`config.mk`:
```
export PLATFORM = sky130hd
export DESIGN_NAME = selective_repeat_receiver_ack
export DESIGN_NICKNAME = d
export VERILOG_FILES = /design/src/hw/rtl/srrack_pkg.sv /design/src/hw/rtl/selective_repeat_receiver_ack.sv
export SDC_FILE = /design/constraint.sdc
export NUM_CORES = 1
export LEC_CHECK = 0
export BUFFER_PORTS_ARGS = -buffer_cell sky130_fd_sc_hd__clkbuf_2
export CORE_MARGIN = 2
export CORE_UTILIZATION = 47
export CTS_BUF_LIST = sky130_fd_sc_hd__clkbuf_8 sky130_fd_sc_hd__clkbuf_16
export CTS_CLUSTER_DIAMETER = 30
export CTS_CLUSTER_SIZE = 16
export DETAILED_ROUTE_END_ITERATION = 8
export MAX_ROUTING_LAYER = met4
export PLACE_DENSITY_LB_ADDON = 0.2
export SLEW_MARGIN = 20
export SYNTH_ARGS = -nofsm -noshare
export SYNTH_HDL_FRONTEND = slang
export SYNTH_SLANG_ARGS = --single-unit
```
`constraint.sdc`:
```
create_clock -name clock -period 18.05 [get_ports clock]
set_input_delay 1.805 -clock clock [delete_from_list [all_inputs] [get_ports clock]]
set_output_delay 1.805 -clock clock [all_outputs]
set_load 0.02 [all_outputs]
```
`src/hw/rtl/srrack_pkg.sv`:
```
// Package for the selective-repeat receiver acknowledgement block.
// Holds field widths, window limits and the run-of-ones counter.
// No dependencies.
package srrack_pkg;

   // Field widths
   localparam int SEQ_W     = 32;
   localparam int BITMAP_W  = 32;
   localparam int WIN_CFG_W = 6;

   // Window limits
   localparam int MAX_WINDOW = 32;
   localparam logic [WIN_CFG_W-1:0] WINDOW_RESET = WIN_CFG_W'(32);

   // Counter width able to hold 0..BITMAP_W
   localparam int CNT_W     = $clog2(BITMAP_W + 1);
   localparam int BIT_IDX_W = $clog2(BITMAP_W);

   localparam logic [SEQ_W-1:0] SEQ_MAX = '1;

   // Count the run of ones at the bottom of a bitmap (BITMAP_W when all set).
   // Isolate the lowest zero as a one-hot word, then encode it.
   function automatic logic [CNT_W-1:0] trailing_ones(input logic [BITMAP_W-1:0] bm);
      logic [BITMAP_W-1:0] onehot;
      logic [CNT_W-1:0]    idx;
      onehot = ~bm & (bm + {{(BITMAP_W-1){1'b0}}, 1'b1});
      idx    = '0;
      for (int i = 0; i < BITMAP_W; i++) begin
         if (onehot[i]) begin
            idx = idx | CNT_W'(i);
         end
      end
      if (onehot == '0) begin
         idx = CNT_W'(BITMAP_W);
      end
      return idx;
   endfunction

endpackage

```
`src/hw/rtl/selective_repeat_receiver_ack.sv`:
```
// Top level of the selective-repeat receiver acknowledgement block.
// Window state, input register, result handshake and window CSR.
// Depends on srrack_pkg.
//
// Usage:
//   req_*  : one beat per arriving segment (sequence number, final flag).
//   rsp_*  : one acknowledgement beat per segment: cumulative sequence
//            number, selective-ack bitmap and a transfer-done flag.
//   csr_*  : write of the receive window width; ready whenever the input
//            register is empty. Write only while the block is idle.
// Pipeline: an accepted segment passes two register stages, the input
// register, then the state/result registers, before its acknowledgement.
// Throughput: one segment per cycle unless rsp_stall holds a result; the window
// update, a 32-bit compare, a 32-bit add and a priority encode, is combinational.
// Reset: base 0, empty bitmap, no final segment known, window 32, both
// channels empty.
// Stall: while rsp_stall holds a result, the input register keeps its
// segment and req_stall rises once that register is full; the window state
// does not move until the held result is taken.
module selective_repeat_receiver_ack
   import srrack_pkg::*;
(
   input  logic                 clock,
   input  logic                 reset,
   // segment input
   input  logic                 req_valid,
   output logic                 req_stall,
   input  logic [SEQ_W-1:0]     req_segment_seq,
   input  logic                 req_is_final,
   // acknowledgement output
   output logic                 rsp_valid,
   input  logic                 rsp_stall,
   output logic [SEQ_W-1:0]     rsp_ack_seq,
   output logic [BITMAP_W-1:0]  rsp_sack_bitmap,
   output logic                 rsp_transfer_done,
   // window configuration
   input  logic                 csr_valid,
   output logic                 csr_ready,
   input  logic [WIN_CFG_W-1:0] csr_window_size
);

   // Registers
   logic                 in_valid_ff,  in_valid_in;
   logic [SEQ_W-1:0]     in_seq_ff,    in_seq_in;
   logic                 in_final_ff,  in_final_in;
   logic [WIN_CFG_W-1:0] window_ff,    window_in;
   logic [SEQ_W-1:0]     expected_ff,  expected_in;
   logic [BITMAP_W-1:0]  bitmap_ff,    bitmap_in;
   logic [SEQ_W-1:0]     final_ff,     final_in;
   logic                 rsp_valid_ff, rsp_valid_in;
   logic                 done_ff,      done_in;

   // Datapath signals
   logic                 out_free;
   logic                 load;
   logic                 req_take;
   logic [WIN_CFG_W-1:0] win_eff;
   logic [SEQ_W-1:0]     diff;
   logic                 seg_in_win;
   logic [CNT_W-1:0]     run_len;
   logic [SEQ_W:0]       next_wide;
   logic [SEQ_W-1:0]     diff_m1;
   logic [BIT_IDX_W-1:0] bit_idx;

   // Handshake: stage moves when the result slot is empty or being taken
   assign out_free  = !rsp_valid_ff || !rsp_stall;
   assign load      = in_valid_ff && out_free;
   assign req_stall = in_valid_ff && !out_free;
   assign req_take  = req_valid && !req_stall;
   assign csr_ready = !in_valid_ff;

   // Clamp the window width
   assign win_eff = (int'(window_ff) > MAX_WINDOW) ? WIN_CFG_W'(MAX_WINDOW) : window_ff;

   // Window test and offsets
   assign diff       = in_seq_ff - expected_ff;
   assign seg_in_win = (in_seq_ff >= expected_ff) && (diff < SEQ_W'(win_eff));
   assign diff_m1    = diff - SEQ_W'(1);
   assign bit_idx    = diff_m1[BIT_IDX_W-1:0];

   // Advance length for a segment at the base
   assign run_len   = trailing_ones(bitmap_ff);
   assign next_wide = {1'b0, expected_ff} + (SEQ_W+1)'(1) + (SEQ_W+1)'(run_len);

   // Next state of the input register
   always_comb begin
      in_valid_in = in_valid_ff;
      in_seq_in   = in_seq_ff;
      in_final_in = in_final_ff;
      if (load) begin
         in_valid_in = 1'b0;
      end
      if (req_take) begin
         in_valid_in = 1'b1;
         in_seq_in   = req_segment_seq;
         in_final_in = req_is_final;
      end
   end

   // Window update; the state registers double as the held result
   always_comb begin
      expected_in  = expected_ff;
      bitmap_in    = bitmap_ff;
      final_in     = final_ff;
      window_in    = window_ff;
      rsp_valid_in = rsp_valid_ff;
      done_in      = done_ff;
      if (csr_valid && csr_ready) begin
         window_in = csr_window_size;
      end
      if (rsp_valid_ff && !rsp_stall) begin
         rsp_valid_in = 1'b0;
      end
      if (load) begin
         rsp_valid_in = 1'b1;
         if (in_final_ff) begin
            final_in = in_seq_ff;
         end
         if (seg_in_win) begin
            if (diff == '0) begin
               expected_in = next_wide[SEQ_W] ? SEQ_MAX : next_wide[SEQ_W-1:0];
               bitmap_in   = (bitmap_ff >> run_len) >> 1;
            end else if (diff <= SEQ_W'(BITMAP_W)) begin
               bitmap_in = bitmap_ff | (BITMAP_W'(1) << bit_idx);
            end
         end
         done_in = final_in < expected_in;
      end
   end

   // Registers
   always_ff @(posedge clock) begin
      if (reset) begin
         in_valid_ff  <= 1'b0;
         rsp_valid_ff <= 1'b0;
         window_ff    <= WINDOW_RESET;
         expected_ff  <= '0;
         bitmap_ff    <= '0;
         final_ff     <= SEQ_MAX;
         done_ff      <= 1'b0;
      end else begin
         in_valid_ff  <= in_valid_in;
         rsp_valid_ff <= rsp_valid_in;
         window_ff    <= window_in;
         expected_ff  <= expected_in;
         bitmap_ff    <= bitmap_in;
         final_ff     <= final_in;
         done_ff      <= done_in;
      end
   end

   always_ff @(posedge clock) begin
      in_seq_ff   <= in_seq_in;
      in_final_ff <= in_final_in;
   end

   // Drive the result channel
   assign rsp_valid         = rsp_valid_ff;
   assign rsp_ack_seq       = expected_ff;
   assign rsp_sack_bitmap   = bitmap_ff;
   assign rsp_transfer_done = done_ff;

   // Checks
   a_base_monotonic : assert property (@(posedge clock) disable iff (reset)
      load |=> expected_ff >= $past(expected_ff))
      else $error("window base moved backward");

   a_state_holds : assert property (@(posedge clock) disable iff (reset)
      !load |=> ($stable(expected_ff) && $stable(bitmap_ff) && $stable(final_ff)))
      else $error("window state changed without a segment");

   a_done_matches : assert property (@(posedge clock) disable iff (reset)
      rsp_valid_ff |-> (done_ff == (final_ff < expected_ff)))
      else $error("transfer-done flag disagrees with state");

   a_stall_only_full : assert property (@(posedge clock) disable iff (reset)
      req_stall |-> (in_valid_ff && rsp_valid_ff))
      else $error("input stalled with a free stage");

   a_load_gives_result : assert property (@(posedge clock) disable iff (reset)
      load |=> rsp_valid_ff)
      else $error("segment processed without a result");

endmodule

```
==> results.yml <==
sta:
  final.setup_skew_ns: 0.0237
  achievable-frequency_ghz: 0.134
  transition_time_at_the_pin_with_the_least_slew_margin_ns: 1.12
  finalHoldViolCount: 0
  worst_slew_margin_rel_pct: 24.8
  count_of_pins_over_their_slew_limit: 0
  rsz0062_at_grt: "false"
  finalWorstPathRequiredPeriod_ns: 7.46
  period_share_pct: 41.3
  final.hold.worst_slack_ns: 0.463
  fin_setup_tns_ns: 0
  setup_viol_count_final: 0
setup_path:
  path_max_fanout: 28
  cp_launch_type: "flip-flop"
  critical_path_start_end_classification: "flip-flop to flip-flop"
  worst_ep_arrival_time_ns: 7.83
  start_of_the_worst_register_to_register_path: "rsp_sack_bitmap[7]"
  rr_endpoint: "rsp_transfer_done"
  cp_slowest_stage_delay_ns: 0.57
  crit_path_frequent_cell: "o21ai_0"
  ff2ff_path_depth: 31
  r2r_slack_ns: 10.59
  critical_path.slowest_cell: "o21ai_0"
  required_ns: 18.42
  endpoint_kind: "flip-flop"
finish:
  design.final.nets: 1759
  seqCellArea_um2: 3090
  post_route_cells_drive_above_1_share_pct: 15.1
  nFillCells: 2446
  flow.area_growth_from_synthesis_pct: 11.7
  area_used_by_multi_input_combinational_logic_um2: 8410
  most_common_library_cell_in_the_layout_ignoring_fill_and_taps: "nand2_1"
  layout.cells.most_common_list: "210 x nand2_1, 141 x a21oi_1, 111 x clkbuf_2, 105 x dfxtp_1, 99 x nor2_1"
synthesis:
  netlist-cell-type-count: 93
  synthArstFlopShare_pct: 0
  mappedNetlistNets: 1697
  synth-edff-count: 33
  dominantRegCellSynth: "dfxtp_1"
  synth-warning-count: 0
  post_synth_instance_area_um2: 12100
  post_synth_inst_count: 1577
  ys_ff_latch: 138
  syn-mean-instance-area_um2: 7.64
  synth_sequential_area_ratio_pct: 25.7
die:
  io-pin-count: 112
  placementRows: 58
  die_h_um: 164
  die_area_um2: 26900
  start_util_pct: 47.9
  die_w_um: 164
  design.core.area_um2: 25200
min_path:
  hold_path_depth: 2
  min_from: "final_ff[29]"
  hold-path-endpoint: "final_ff[29]"
  holdCritPathClass: "flip-flop to flip-flop"
placed_design:
  routabilityCongestion: 1.01
  place.detailed.hpwl_um: 37000
  io_buffer_count: 111
routing:
  routed_wire_length_per_instance_um: 24.4
  first_pass_iters: 9
  overall_routed_net_length_um: 48400
  drtIter0Drc: 1523
  vias: 13100
  drc_errors: 0
  drtAntennaViolNets: 0
  vias_per_cell: 6.60
clocking:
  tritoncts.num_buffers: 17
  cts-htree-levels: 4
  clk_latency_ns: 0.44
  clkTransAtPathRegs_ns: 0.07
  number_of_clock_sinks: 138
  max-clock-path-buffers: 2
  cts.hold.buffers_added: 0
  cts_tree: "built"
  post_cts.resized_instances: 0
  clockRootBuffer: "clkbuf_16"
  post-cts-setup-buffer-count: 0
run:
  cap_viol_max_count: 0
grt:
  grt_pass1_wl_um: 73400
  grt_antenna_before_repair: 1
  grt_pass1_vias: 12100
  grt_use_total_pct: 36.9
  globalRoute.totalOverflow: 0
  largest_net_degree_at_the_start_of_global_routing: 59
power:
  leakagePower_nw: 5.20
  irDropWorstVdd_uv: 56.4
  power_per_cell_area_nw_per_um2: 63.0
outcome:
  run_status: "finished clean"
-- final cells by class --
| cell class | instances | area share, % |
|---|---|---|
| Sequential cell | 138 | 23.0 |
| Timing Repair Buffer | 128 | 5.17 |
| Multi-Input combinational cell | 1290 | 62.5 |
| Tap cell | 330 | 3.07 |
| Antenna cell | 1 | 0.0186 |
| Clock buffer | 18 | 3.26 |
| Clock inverter | 14 | 1.27 |
| Inverter | 64 | 1.78 |
-- critical path, delay by kind of cell, from the launching register on --
kind,cells,cell delay [ns]
compound gates,17,3.07
fa+ha+maj,2,0.62
buf+inv,2,0.77
flops,1,0.51
simple gates,10,2.43
-- report_power, final --
part	total [mW]	switching, mW	leakage [nW]	internal (mW)
clock	0.377	0.164	0.298	0.213
sequential	0.336	0.00788	1.18	0.328
combinational	0.135	0.0843	3.72	0.0508
total	0.848	0.256	5.20	0.592
-- worst max path at each step --
stage                            start           endpoint  cells after the start
finish              rsp_sack_bitmap[7]  rsp_transfer_done                     31
global route        rsp_sack_bitmap[7]  rsp_transfer_done                     27
CTS                 rsp_sack_bitmap[7]  rsp_transfer_done                     31
detailed placement  rsp_sack_bitmap[7]  rsp_transfer_done                     31
global placement    rsp_sack_bitmap[4]  rsp_transfer_done                     29
floorplan           rsp_sack_bitmap[7]  rsp_transfer_done                     35
-- logic make-up after synthesis --
kind of cell    synth area share (%)
xor+xnor                        1.45
fa+ha+maj                       8.01
buf+inv                         4.85
compound gates                  26.3
mux                             7.93
flops                           25.7
simple gates                    25.8
-- through the flow --
step | cells | utilization [%] | power (mW) | setup WS, ns | cell area, µm²
global route | 1983 | 53.5 | 0.878 | 9.83 | 13500
CTS | 1981 | 53.4 | 0.848 | 10.73 | 13400
detailed placement | 1949 | 50.9 | 0.474 | 10.74 | 12800
floorplan | 1577 | - | 0.433 | 11.70 | 12100
finish | 1983 | 53.5 | 0.848 | 10.59 | 13500
global placement | 1949 | 50.9 | 0.472 | 10.99 | 12800
-- state kept, by name, summed over array words and instances (netlist names) --
name / count
final_ff: 32
in_final_ff: 1
in_seq_ff: 32
in_valid_ff: 1
rsp_ack_seq: 32
rsp_sack_bitmap: 32
rsp_transfer_done: 1
rsp_valid: 1
window_ff: 6
-- metal layers --
metal / wire [µm] / track usage (%) / vias to the layer above
met3: 3580 / 4.95 / 171
li1: - / - / 6068
met2: 22600 / 60.1 / 722
met1: 19200 / 44.4 / 6122
met5: 0 / - / -
met4: 3000 / 19.3 / 0
-- cell usage after synthesis (6+ instances only) --
cell type	count	share of area [%]
a211oi_1	31	1.9
a21boi_0	8	0.50
a21o_1	39	2.4
a21oi_1	142	5.9
a22oi_1	11	0.69
a311oi_1	10	0.73
a31o_2	8	0.58
a31oi_1	20	1.0
and2_1	13	0.67
and3_1	13	0.67
and4_1	7	0.51
buf_1	8	0.25
buf_2	11	0.46
clkbuf_1	64	2.0
dfxtp_1	105	17
edfxtp_1	33	8.2
ha_1	74	7.7
inv_1	60	1.9
mux2_2	40	3.7
mux2i_1	46	3.8
nand2_1	211	6.6
nand2b_1	9	0.47
nand3_1	86	3.6
nand4_1	35	1.8
nor2_1	99	3.1
nor2b_1	13	0.67
nor3_1	68	2.8
nor4_1	18	0.93
o211ai_1	20	1.2
o21a_1	15	0.93
o21ai_0	81	3.4
o22ai_1	8	0.42
o31ai_1	11	0.69
or2_2	10	0.52
or3_1	16	0.83
or4_1	6	0.37
xnor2_1	13	0.94
xor2_1	7	0.51
No activity file was read; power rests on OpenSTA's default activity.
